File: src/rtl/bounding_box_hierarchy_index_assert.svh
// Assertion helpers used by the index sequencer (bbhi_ctrl).
`ifndef BOUNDING_BOX_HIERARCHY_INDEX_ASSERT_SVH
`define BOUNDING_BOX_HIERARCHY_INDEX_ASSERT_SVH

// Property that must hold on every clock edge outside reset.
`define BBHI_ASSERT(label, prop, msg) \
	label: assert property (@(posedge clk) disable iff (!arst_n) (prop)) else $error(msg);

// Property whose consequent is checked in the cycle after its antecedent.
`define BBHI_ASSERT_NEXT(label, ante, cons, msg) \
	label: assert property (@(posedge clk) disable iff (!arst_n) (ante) |=> (cons)) \
		else $error(msg);

`endif

File: src/rtl/bbhi_pkg.sv
`default_nettype none

package bbhi_pkg;

	// Store geometry.
	localparam int CAPACITY     = 4096;
	localparam int LEAF_DEPTH   = CAPACITY;
	localparam int UP_DEPTH     = 768;
	localparam int POS_W        = 12;
	localparam int CNT_W        = 13;
	localparam int LVL_W        = 2;

	localparam logic [CNT_W-1:0] CHANGE_MAX = 13'd8191;
	localparam logic [7:0]       DIV_RESET  = 8'd10;

	// Operation codes.
	localparam logic [2:0] MODE_INSERT = 3'd0;
	localparam logic [2:0] MODE_UPDATE = 3'd1;
	localparam logic [2:0] MODE_DELETE = 3'd2;
	localparam logic [2:0] MODE_QSTART = 3'd3;
	localparam logic [2:0] MODE_QNEXT  = 3'd4;
	localparam logic [2:0] MODE_CLEAR  = 3'd5;

	// Result status codes.
	localparam logic [1:0] STAT_OK   = 2'd0;
	localparam logic [1:0] STAT_FULL = 2'd1;
	localparam logic [1:0] STAT_END  = 2'd2;

	typedef struct packed {
		logic signed [31:0] lo_x;
		logic signed [31:0] lo_y;
		logic signed [31:0] hi_x;
		logic signed [31:0] hi_y;
	} box_t;

	localparam box_t EMPTY_BOX = '{
		lo_x: 32'sh7FFFFFFF, lo_y: 32'sh7FFFFFFF,
		hi_x: 32'sh80000000, hi_y: 32'sh80000000
	};

	typedef struct packed {
		logic [2:0]         mode;
		logic [11:0]        entry_position;
		logic signed [31:0] box_min_x;
		logic signed [31:0] box_min_y;
		logic signed [31:0] box_max_x;
		logic signed [31:0] box_max_y;
	} req_t;

	typedef struct packed {
		logic [1:0]         status;
		logic [11:0]        assigned_position;
		logic [12:0]        range_start;
		logic [12:0]        range_end;
		logic signed [31:0] extent_min_x;
		logic signed [31:0] extent_min_y;
		logic signed [31:0] extent_max_x;
		logic signed [31:0] extent_max_y;
	} rsp_t;

	// One memory access slot: a read and a write per cycle.
	typedef struct packed {
		logic        rd_en;
		logic [11:0] rd_addr;
		logic        wr_en;
		logic [11:0] wr_addr;
		box_t        wr_data;
	} mem_req_t;

	function automatic logic box_is_empty(input box_t b);
		return (b.lo_x > b.hi_x) || (b.lo_y > b.hi_y);
	endfunction

	function automatic box_t box_union(input box_t a, input box_t b);
		box_t r;
		r = a;
		if (b.lo_x < r.lo_x) r.lo_x = b.lo_x;
		if (b.lo_y < r.lo_y) r.lo_y = b.lo_y;
		if (b.hi_x > r.hi_x) r.hi_x = b.hi_x;
		if (b.hi_y > r.hi_y) r.hi_y = b.hi_y;
		return r;
	endfunction

	function automatic logic box_disjoint(input box_t a, input box_t b);
		return box_is_empty(a) || box_is_empty(b) ||
			(a.lo_x > b.hi_x) || (a.hi_x < b.lo_x) ||
			(a.lo_y > b.hi_y) || (a.hi_y < b.lo_y);
	endfunction

	function automatic logic box_not_inside(input box_t outer, input box_t b);
		return (b.lo_x < outer.lo_x) || (b.hi_x > outer.hi_x) ||
			(b.lo_y < outer.lo_y) || (b.hi_y > outer.hi_y);
	endfunction

	// Lowest level at which the ancestor index of a position becomes zero.
	function automatic logic [LVL_W-1:0] zero_level(input logic [POS_W-1:0] fid);
		if (fid[11:8] != 4'd0) return 2'd3;
		if (fid[7:4] != 4'd0) return 2'd2;
		if (fid != '0) return 2'd1;
		return 2'd0;
	endfunction

endpackage

`default_nettype wire

File: src/rtl/bbhi_ctrl.sv
`default_nettype none

module bbhi_ctrl (
	input  logic               clk,
	input  logic               arst_n,
	input  logic               req_valid,
	output logic               req_stall,
	input  bbhi_pkg::req_t     req,
	output logic               rsp_valid,
	input  logic               rsp_stall,
	output bbhi_pkg::rsp_t     rsp,
	input  logic               cfg_wr_en,
	input  logic [7:0]         cfg_wr_data,
	output bbhi_pkg::mem_req_t leaf_req,
	output bbhi_pkg::mem_req_t up_req,
	input  bbhi_pkg::box_t     leaf_rd_data,
	input  bbhi_pkg::box_t     up_rd_data
);
	import bbhi_pkg::*;
	`include "bounding_box_hierarchy_index_assert.svh"

	localparam logic [4:0] ST_IDLE   = 5'd0;
	localparam logic [4:0] ST_DISP   = 5'd1;
	localparam logic [4:0] ST_INS_RD = 5'd2;
	localparam logic [4:0] ST_INS_WR = 5'd3;
	localparam logic [4:0] ST_RS_RD  = 5'd4;
	localparam logic [4:0] ST_RS_ACC = 5'd5;
	localparam logic [4:0] ST_RS_WR  = 5'd6;
	localparam logic [4:0] ST_DEL    = 5'd7;
	localparam logic [4:0] ST_CNT    = 5'd8;
	localparam logic [4:0] ST_RB_RD  = 5'd9;
	localparam logic [4:0] ST_RB_ACC = 5'd10;
	localparam logic [4:0] ST_RB_WR  = 5'd11;
	localparam logic [4:0] ST_Q_CHK  = 5'd12;
	localparam logic [4:0] ST_Q_EV   = 5'd13;
	localparam logic [4:0] ST_Q_UP   = 5'd14;
	localparam logic [4:0] ST_EXT_RD = 5'd15;
	localparam logic [4:0] ST_EXT_WT = 5'd16;
	localparam logic [4:0] ST_DONE   = 5'd17;

	logic [4:0]       state_q;
	logic [2:0]       mode_q;
	logic [POS_W-1:0] pos_q;
	box_t             box_q;
	logic [7:0]       div_q;
	logic [CNT_W-1:0] next_q;
	logic [LVL_W-1:0] root_q;
	logic [CNT_W-1:0] cc_q;
	logic [CNT_W-1:0] cur_idx_q;
	logic [LVL_W-1:0] cur_lvl_q;
	box_t             search_q;
	logic [LVL_W-1:0] lvl_q;
	logic [CNT_W-1:0] idx_q;
	logic [3:0]       cidx_q;
	logic [POS_W-1:0] fid_q;
	logic             upd_q;
	logic [LVL_W-1:0] stop_q;
	logic             raise_q;
	logic             have_q;
	logic [CNT_W-1:0] start_q;
	logic [CNT_W-1:0] end_q;
	box_t             acc_q;
	logic [1:0]       status_q;
	logic [POS_W-1:0] assigned_q;
	logic [CNT_W-1:0] rs_q;
	logic [CNT_W-1:0] re_q;
	rsp_t             rsp_q;
	logic             rsp_valid_q;
	logic             rd_ok_q;
	logic             rd_leaf_q;

	// Node access signals.
	logic             rd_en;
	logic [LVL_W-1:0] rd_lvl;
	logic [CNT_W-1:0] rd_idx;
	logic             wr_en;
	logic [LVL_W-1:0] wr_lvl;
	logic [CNT_W-1:0] wr_idx;
	box_t             wr_data;
	logic             rd_ok;
	logic [CNT_W-1:0] rd_lim;
	box_t             node_rd;

	logic [CNT_W-1:0] fid_k;
	logic [CNT_W-1:0] rs_old;
	logic [CNT_W-1:0] kmax;
	logic [24:0]      endv;
	logic [CNT_W-1:0] sz;
	logic             past_end;
	logic [CNT_W-1:0] cc_inc;
	logic [20:0]      prod;
	logic             rb_go;
	logic             pos_ok;
	logic             in_empty;
	logic             do_ins;
	logic [LVL_W-1:0] i0_next;
	logic [LVL_W-1:0] i0_pos;
	box_t             in_box;

	// Index arithmetic for the walks.
	assign fid_k  = {1'b0, fid_q} >> {lvl_q, 2'b00};
	assign rs_old = {1'b0, fid_q} >> {stop_q - 2'd1, 2'b00};
	assign kmax   = (next_q - 13'd1) >> {lvl_q, 2'b00};
	assign endv   = {12'b0, idx_q} << {lvl_q, 2'b00};
	assign sz     = (next_q > 13'd1) ? next_q : '0;
	assign past_end = endv >= {12'b0, sz};

	// Change counting and the rebuild threshold, as a product compare.
	assign cc_inc = (cc_q == CHANGE_MAX) ? cc_q : cc_q + 13'd1;
	assign prod   = {8'b0, cc_inc} * {13'b0, div_q};
	assign rb_go  = (div_q != 8'd0) && (next_q >= {5'b0, div_q}) && (prod > {8'b0, next_q});

	// Dispatch decisions.
	assign pos_ok   = (pos_q != '0) && ({1'b0, pos_q} < next_q);
	assign in_empty = box_is_empty(box_q);
	assign do_ins   = (mode_q == MODE_INSERT) ||
		((mode_q == MODE_UPDATE) && !in_empty && !pos_ok);
	assign i0_next  = zero_level(next_q[POS_W-1:0]);
	assign i0_pos   = zero_level(pos_q);

	// Canonical input box.
	always_comb begin
		in_box.lo_x = req.box_min_x;
		in_box.lo_y = req.box_min_y;
		in_box.hi_x = req.box_max_x;
		in_box.hi_y = req.box_max_y;
		if (box_is_empty(in_box)) in_box = EMPTY_BOX;
	end

	// Memory access per state.
	always_comb begin
		rd_en   = 1'b0;
		rd_lvl  = '0;
		rd_idx  = '0;
		wr_en   = 1'b0;
		wr_lvl  = '0;
		wr_idx  = '0;
		wr_data = EMPTY_BOX;
		case (state_q)
			ST_INS_RD: begin
				rd_en  = 1'b1;
				rd_lvl = lvl_q;
				rd_idx = fid_k;
			end
			ST_INS_WR: begin
				wr_en   = 1'b1;
				wr_lvl  = lvl_q;
				wr_idx  = fid_k;
				wr_data = box_union(node_rd, box_q);
			end
			ST_RS_RD: begin
				rd_en  = 1'b1;
				rd_lvl = stop_q - 2'd1;
				rd_idx = idx_q;
			end
			ST_RS_WR: begin
				wr_en   = 1'b1;
				wr_lvl  = stop_q;
				wr_data = acc_q;
			end
			ST_DEL: begin
				wr_en  = 1'b1;
				wr_idx = {1'b0, pos_q};
			end
			ST_RB_RD: begin
				rd_en  = 1'b1;
				rd_lvl = lvl_q - 2'd1;
				rd_idx = {1'b0, idx_q[7:0], cidx_q};
			end
			ST_RB_WR: begin
				wr_en   = 1'b1;
				wr_lvl  = lvl_q;
				wr_idx  = idx_q;
				wr_data = acc_q;
			end
			ST_Q_CHK: begin
				rd_en  = 1'b1;
				rd_lvl = lvl_q;
				rd_idx = idx_q;
			end
			ST_EXT_RD: begin
				rd_en  = 1'b1;
				rd_lvl = root_q;
			end
			default: ;
		endcase
	end

	// A node counts as written only inside the filled range; others read as empty.
	assign rd_lim = (next_q - 13'd1) >> {rd_lvl, 2'b00};
	assign rd_ok  = (rd_lvl == '0) ? ((rd_idx != '0) && (rd_idx < next_q))
		: ((rd_lvl <= root_q) && (rd_idx <= rd_lim));
	assign node_rd = !rd_ok_q ? EMPTY_BOX : (rd_leaf_q ? leaf_rd_data : up_rd_data);

	// Route accesses to the leaf store or the upper-level store.
	always_comb begin
		leaf_req.rd_en   = rd_en && (rd_lvl == '0);
		leaf_req.rd_addr = rd_idx[11:0];
		leaf_req.wr_en   = wr_en && (wr_lvl == '0);
		leaf_req.wr_addr = wr_idx[11:0];
		leaf_req.wr_data = wr_data;
		up_req.rd_en     = rd_en && (rd_lvl != '0);
		up_req.rd_addr   = {2'b00, rd_lvl - 2'd1, rd_idx[7:0]};
		up_req.wr_en     = wr_en && (wr_lvl != '0);
		up_req.wr_addr   = {2'b00, wr_lvl - 2'd1, wr_idx[7:0]};
		up_req.wr_data   = wr_data;
	end

	// Sequencer.
	always_ff @(posedge clk or negedge arst_n) begin
		if (!arst_n) begin
			state_q     <= ST_IDLE;
			mode_q      <= '0;
			pos_q       <= '0;
			box_q       <= EMPTY_BOX;
			div_q       <= DIV_RESET;
			next_q      <= 13'd1;
			root_q      <= '0;
			cc_q        <= '0;
			cur_idx_q   <= '0;
			cur_lvl_q   <= '0;
			search_q    <= EMPTY_BOX;
			lvl_q       <= '0;
			idx_q       <= '0;
			cidx_q      <= '0;
			fid_q       <= '0;
			upd_q       <= 1'b0;
			stop_q      <= '0;
			raise_q     <= 1'b0;
			have_q      <= 1'b0;
			start_q     <= '0;
			end_q       <= '0;
			acc_q       <= EMPTY_BOX;
			status_q    <= STAT_OK;
			assigned_q  <= '0;
			rs_q        <= '0;
			re_q        <= '0;
			rsp_q       <= '0;
			rsp_valid_q <= 1'b0;
			rd_ok_q     <= 1'b0;
			rd_leaf_q   <= 1'b0;
		end else begin
			if (cfg_wr_en) div_q <= cfg_wr_data;
			if (rd_en) begin
				rd_ok_q   <= rd_ok;
				rd_leaf_q <= (rd_lvl == '0);
			end
			if (rsp_valid_q && !rsp_stall) rsp_valid_q <= 1'b0;

			case (state_q)
				ST_IDLE: begin
					if (req_valid) begin
						mode_q  <= req.mode;
						pos_q   <= req.entry_position;
						box_q   <= in_box;
						state_q <= ST_DISP;
					end
				end
				ST_DISP: begin
					status_q   <= STAT_OK;
					assigned_q <= '0;
					rs_q       <= '0;
					re_q       <= '0;
					lvl_q      <= '0;
					state_q    <= ST_EXT_RD;
					if (do_ins) begin
						if (next_q >= 13'(CAPACITY)) begin
							status_q <= STAT_FULL;
						end else begin
							fid_q   <= next_q[POS_W-1:0];
							upd_q   <= 1'b0;
							stop_q  <= i0_next;
							raise_q <= i0_next > root_q;
							state_q <= ST_INS_RD;
						end
					end else begin
						case (mode_q)
							MODE_UPDATE: begin
								if (in_empty) begin
									if (pos_ok) state_q <= ST_DEL;
								end else begin
									fid_q   <= pos_q;
									upd_q   <= 1'b1;
									stop_q  <= (i0_pos > root_q) ? i0_pos : root_q;
									raise_q <= 1'b0;
									state_q <= ST_INS_RD;
								end
							end
							MODE_DELETE: begin
								if (pos_ok) state_q <= ST_DEL;
							end
							MODE_QSTART: begin
								search_q  <= box_q;
								cur_idx_q <= '0;
								cur_lvl_q <= root_q;
							end
							MODE_QNEXT: begin
								idx_q   <= cur_idx_q;
								lvl_q   <= cur_lvl_q;
								have_q  <= 1'b0;
								start_q <= '0;
								state_q <= ST_Q_CHK;
							end
							MODE_CLEAR: begin
								next_q    <= 13'd1;
								root_q    <= '0;
								cc_q      <= '0;
								cur_idx_q <= '0;
								cur_lvl_q <= '0;
								search_q  <= EMPTY_BOX;
							end
							default: ;
						endcase
					end
				end
				ST_INS_RD: state_q <= ST_INS_WR;
				ST_INS_WR: begin
					if (lvl_q == stop_q) begin
						if (raise_q) begin
							idx_q   <= '0;
							acc_q   <= box_q;
							state_q <= ST_RS_RD;
						end else if (upd_q) begin
							state_q <= ST_CNT;
						end else begin
							next_q     <= next_q + 13'd1;
							assigned_q <= fid_q;
							state_q    <= ST_EXT_RD;
						end
					end else begin
						lvl_q   <= lvl_q + 2'd1;
						state_q <= ST_INS_RD;
					end
				end
				// New root: gather the older siblings below it.
				ST_RS_RD: state_q <= ST_RS_ACC;
				ST_RS_ACC: begin
					acc_q <= box_union(acc_q, node_rd);
					idx_q <= idx_q + 13'd1;
					state_q <= (idx_q + 13'd1 == rs_old) ? ST_RS_WR : ST_RS_RD;
				end
				ST_RS_WR: begin
					root_q     <= stop_q;
					next_q     <= next_q + 13'd1;
					assigned_q <= fid_q;
					state_q    <= ST_EXT_RD;
				end
				ST_DEL: state_q <= ST_CNT;
				ST_CNT: begin
					if (rb_go && (root_q != '0)) begin
						cc_q    <= '0;
						lvl_q   <= 2'd1;
						idx_q   <= '0;
						cidx_q  <= '0;
						acc_q   <= EMPTY_BOX;
						state_q <= ST_RB_RD;
					end else begin
						cc_q    <= rb_go ? '0 : cc_inc;
						state_q <= ST_EXT_RD;
					end
				end
				// Rebuild: each upper node is the union of its sixteen children.
				ST_RB_RD: state_q <= ST_RB_ACC;
				ST_RB_ACC: begin
					acc_q   <= box_union(acc_q, node_rd);
					cidx_q  <= cidx_q + 4'd1;
					state_q <= (cidx_q == 4'hF) ? ST_RB_WR : ST_RB_RD;
				end
				ST_RB_WR: begin
					acc_q   <= EMPTY_BOX;
					cidx_q  <= '0;
					state_q <= ST_RB_RD;
					if (idx_q == kmax) begin
						idx_q <= '0;
						if (lvl_q == root_q) state_q <= ST_EXT_RD;
						else lvl_q <= lvl_q + 2'd1;
					end else begin
						idx_q <= idx_q + 13'd1;
					end
				end
				// Query walk: check the span, then test the node.
				ST_Q_CHK: begin
					if (past_end) begin
						if (!have_q) begin
							status_q <= STAT_END;
						end else begin
							rs_q      <= start_q;
							re_q      <= sz;
							cur_idx_q <= idx_q;
							cur_lvl_q <= lvl_q;
						end
						state_q <= ST_EXT_RD;
					end else begin
						end_q   <= endv[CNT_W-1:0];
						state_q <= ST_Q_EV;
					end
				end
				ST_Q_EV: begin
					if (box_disjoint(search_q, node_rd)) begin
						if (have_q) begin
							rs_q      <= start_q;
							re_q      <= end_q;
							cur_idx_q <= idx_q;
							cur_lvl_q <= lvl_q;
							state_q   <= ST_EXT_RD;
						end else begin
							idx_q   <= idx_q + 13'd1;
							state_q <= ST_Q_UP;
						end
					end else if ((lvl_q != '0) && box_not_inside(search_q, node_rd)) begin
						lvl_q   <= lvl_q - 2'd1;
						idx_q   <= {idx_q[CNT_W-5:0], 4'b0000};
						state_q <= ST_Q_CHK;
					end else begin
						if (!have_q) begin
							have_q  <= 1'b1;
							start_q <= end_q;
						end
						idx_q   <= idx_q + 13'd1;
						state_q <= ST_Q_UP;
					end
				end
				ST_Q_UP: begin
					if ((idx_q[3:0] == 4'd0) && (lvl_q < root_q)) begin
						lvl_q <= lvl_q + 2'd1;
						idx_q <= idx_q >> 4;
					end else begin
						state_q <= ST_Q_CHK;
					end
				end
				ST_EXT_RD: state_q <= ST_EXT_WT;
				ST_EXT_WT: begin
					acc_q   <= node_rd;
					state_q <= ST_DONE;
				end
				ST_DONE: begin
					if (!rsp_valid_q || !rsp_stall) begin
						rsp_q.status            <= status_q;
						rsp_q.assigned_position <= assigned_q;
						rsp_q.range_start       <= rs_q;
						rsp_q.range_end         <= re_q;
						rsp_q.extent_min_x      <= acc_q.lo_x;
						rsp_q.extent_min_y      <= acc_q.lo_y;
						rsp_q.extent_max_x      <= acc_q.hi_x;
						rsp_q.extent_max_y      <= acc_q.hi_y;
						rsp_valid_q             <= 1'b1;
						state_q                 <= ST_IDLE;
					end
				end
				default: state_q <= ST_IDLE;
			endcase
		end
	end

	assign req_stall = (state_q != ST_IDLE);
	assign rsp_valid = rsp_valid_q;
	assign rsp       = rsp_q;

	// A raised root implies at least one entry is filled.
	`BBHI_ASSERT(a_root_needs_fill, (root_q == '0) || (next_q > 13'd1), "root raised on empty index")
	// The query cursor never sits above the root.
	`BBHI_ASSERT(a_cursor_below_root, cur_lvl_q <= root_q, "cursor level above root")
	// A result appears only from the final state.
	`BBHI_ASSERT(a_rsp_from_done, !$rose(rsp_valid_q) || ($past(state_q) == ST_DONE), "stray result")
	// An accepted item always goes to dispatch next.
	`BBHI_ASSERT_NEXT(a_accept_dispatch, req_valid && !req_stall, state_q == ST_DISP, "lost item")

endmodule

`default_nettype wire

File: config.mk
export PLATFORM = sky130hd
export DESIGN_NAME = bbhi_ctrl
export DESIGN_NICKNAME = d
export VERILOG_FILES = /design/src/rtl/bbhi_pkg.sv /design/src/rtl/bbhi_ctrl.sv
export VERILOG_INCLUDE_DIRS = /design/src /design/src/rtl
export SDC_FILE = /design/constraint.sdc
export NUM_CORES = 2
export LEC_CHECK = 0
export BUFFER_PORTS_ARGS = -buffer_cell sky130_fd_sc_hd__buf_2
export CORE_UTILIZATION = 50
export DETAILED_ROUTE_END_ITERATION = 8
export PLACE_DENSITY = 0.71
export SLEW_MARGIN = 40
export SYNTH_ARGS = -nofsm -noshare
export SYNTH_HDL_FRONTEND = slang
export SYNTH_SLANG_ARGS = --single-unit
File: constraint.sdc
create_clock -name clk -period 14.51 [get_ports clk]
set_input_delay 1.451 -clock clk [delete_from_list [all_inputs] [get_ports clk]]
set_output_delay 1.451 -clock clk [all_outputs]
set_load 0.02 [all_outputs]
==> results.ini <==
[global_routing]
met1_usage_pct=52.2
antenna_found_initial=22
grt_pass1_wl_mm=362
track_usage_pct=39.7
grt_start_max_net_pins=155
overflow=0
grt_util_met3_pct=10.2
grt_use_met2_pct=61.4
grt_pass1_vias=55100
grt-busiest-layer=met2

[timing]
skew_ns=0.0290
slew_headroom_pct=34.3
slew_viol_final=0
fmax_mhz=102
hold_viol_final=0
finalCritPeriodShare_pct=67.3
fin_setup_tns_ns=0
setup_viol=0
rsz0062_at_grt=false
finalCriticalPeriod_ns=9.76
worst_slew_pin_slew_ns=0.970

[drt]
viasPerCell=6.27
first_pass_iters=6
drtIter0Drc=6163
drc=0
ant_nets=0
via_count=57300
drt_wl_total_mm=250
wl_per_cell_um=27.3

[critical_path]
rrSetupSlack_ns=4.75
path_class=reg2reg
endpoint_kind=flip-flop
reg2reg_to=acc_q[105]
worst_setup_path_start_kind=flip-flop
worstPathRequired_ns=15.12
slowest_delay_ns=0.62
r2r_start=cc_q[1]
cp_max_fo=26
crit_arrival_ns=10.37
critPathSlowestCell=xor2_1
reg2reg_depth=32

[floorplanning]
die_width_um=350
die-area_mm2=0.123
fp-row-count=127
initial_core_util_pct=50.5
ioPinCount=890
core_mm2=0.120
die_h_um=350

[final_layout]
final_common_cell=ha_1
syn_to_final_growth_pct=14.2
utilization_pct=57.6
layout_common_cells=890 x ha_1, 884 x buf_2, 694 x inv_1
fin_cells=9137
drive_above_1_share_pct=21.9
final_cell_area_mm2=0.0692
nets=8813

[power_and_ir_drop]
intPower_mw=7.94
p_clk_share_pct=14.7
p_total_mw=16.2
p_switching_mw=8.28
p_leak_nw=35.5
max-vdd-ir-drop_uv=162
power_density_mw_per_mm2=234
p_seq_share_pct=22.9
comb_power_share_pct=62.3
power.share.switching_pct=51.0

[synthesis]
synth_top_family_by_area=adder cells
synth-compound-area-share_pct=18.4
synth.area.mux_share_pct=8.63
syn_area_per_cell_um2=8.87
synth_edf_count=0
yosys_warnings=0
synth-seq-cells=728
ys_types=95
synthXorXnorAreaFrac_pct=1.19
syn_inst=6834
seq_area_frac_synth_pct=30.4
async_flop_share_pct=100
syn-cell-area_mm2=0.0606
synthAdderAreaFrac_pct=20.5
synth_ff_type=dfrtp_1
yosys.area_share.simple_pct=12.6

[placement]
port_buffers=885
dp_hpwl_mm=193
postPlaceCellArea_mm2=0.0660
gp_congestion=1.02
post-place-cells=8961

[clocking]
cts_made_buffers=88
cts.clk_slew.worst_paths_ns=0.06
post-cts-setup-buffers=0
clk_latency_ns=0.69
clockBufferDepth=3
cts-root-buf=clkbuf_16
cts-htree-levels=3
cts_hold_buf=0
cts_resized=0
cts_sinks=728
cts_tree=built

[job]
cap_violations=0

[hold_path]
min_path_cells=2
min_from=rsp[107]
holdPathEnd=rsp[107]
hp-class=reg2reg

[outcome]
status=completed

[synthesized netlist by cell type, types with 55 or more instances]
| cell | count | area share, % |
|---|---|---|
| o21ai_0 | 433 | 3.6 |
| a21o_1 | 188 | 2.3 |
| buf_4 | 150 | 1.9 |
| o311ai_0 | 65 | 0.94 |
| nor3_1 | 55 | 0.45 |
| mux2_2 | 223 | 4.1 |
| o22ai_1 | 265 | 2.7 |
| nor2b_1 | 68 | 0.70 |
| nor2_1 | 342 | 2.1 |
| clkbuf_1 | 284 | 1.8 |
| dfrtp_1 | 533 | 22 |
| inv_1 | 694 | 4.3 |
| o22a_1 | 62 | 0.90 |
| ha_1 | 890 | 18 |
| fa_1 | 66 | 2.2 |
| nand3_1 | 138 | 1.1 |
| mux2i_1 | 267 | 4.4 |
| nand4_1 | 172 | 1.8 |
| nand2_1 | 675 | 4.2 |
| a21oi_1 | 404 | 3.3 |
| dfstp_2 | 195 | 8.4 |
[registers in the layout, summed over array words and instances, names as in the netlist, 3 cells and up]
| register | cells |
|---|---|
| acc_q | 128 |
| assigned_q | 12 |
| box_q | 128 |
| cc_q | 13 |
| cidx_q | 4 |
| cur_idx_q | 13 |
| div_q | 8 |
| end_q | 13 |
| fid_q | 12 |
| idx_q | 13 |
| mode_q | 3 |
| next_q | 13 |
| pos_q | 12 |
| re_q | 13 |
| rs_q | 13 |
| rsp | 168 |
| search_q | 128 |
| start_q | 13 |
| state_q | 5 |
[area by class of cell]
cell class | instances | area (um2)
antenna | 7 | 17.5
inverter | 696 | 2610
tap | 1612 | 2020
timing repair buffer | 991 | 5450
multi-input combinational | 4940 | 37600
clock buffer | 124 | 2520
clock inverter | 39 | 508
sequential | 728 | 18500
fill | 11000 | 50900
[per-stage QoR]
stage	setup WS (ns)	hold WS, ns
detailed placement	4.88	0.465
global route	4.15	0.494
CTS	4.84	0.478
finish	4.75	0.473
floorplan	6.58	0.446
global placement	5.09	0.458
[critical path: cells and delay by family (launching register included)]
kind	cells	cell delay, ns
mux	1	0.27
fa+ha+maj	7	2.89
simple gates	10	2.64
buf+inv	6	1.04
flops	1	0.44
compound gates	6	1.55
xor+xnor	2	0.77
[routing by layer]
layer,wire (um),vias to the layer above
met2,110000,3009
met5,154,-
met1,101000,28000
met4,12600,24
met3,26400,612
li1,-,25600
[worst max-delay path by stage]
stage,startpoint,end,slack [ns],cells after the start
final,cc_q[1],acc_q[105],4.75,32
after CTS,cc_q[0],acc_q[105],4.84,32
after global placement,cc_q[0],acc_q[105],5.09,35
after floorplan,cc_q[0],acc_q[107],6.58,32
after global routing,cc_q[0],acc_q[109],4.15,35
after detailed placement,cc_q[0],acc_q[105],4.88,32
[kinds of logic (layout without fill, tap and decap cells)]
logic type                 after synthesis  after routing
and+or+nand+nor                       1643           1643
other                                    1             11
buffers and inverters                 1169           1850
adders and majority gates              956            956
DFF                                    728            728
xor gates and xnor gates                80             80
muxes                                  493            493
AOI/OAI and AO/OA                     1764           1764
[power groups by stage]
| stage | sequential, mW | combinational, mW | clock (mW) |
|---|---|---|---|
| finish | 3.72 | 10.1 | 2.39 |
| global route | 3.76 | 10.9 | 2.48 |
| CTS | 3.67 | 9.85 | 2.40 |
| detailed placement | 3.70 | 9.79 | 0 |
| global placement | 3.68 | 9.57 | 0 |
| floorplan | 3.43 | 6.68 | 0 |
No activity file was read; power rests on OpenSTA's default activity.
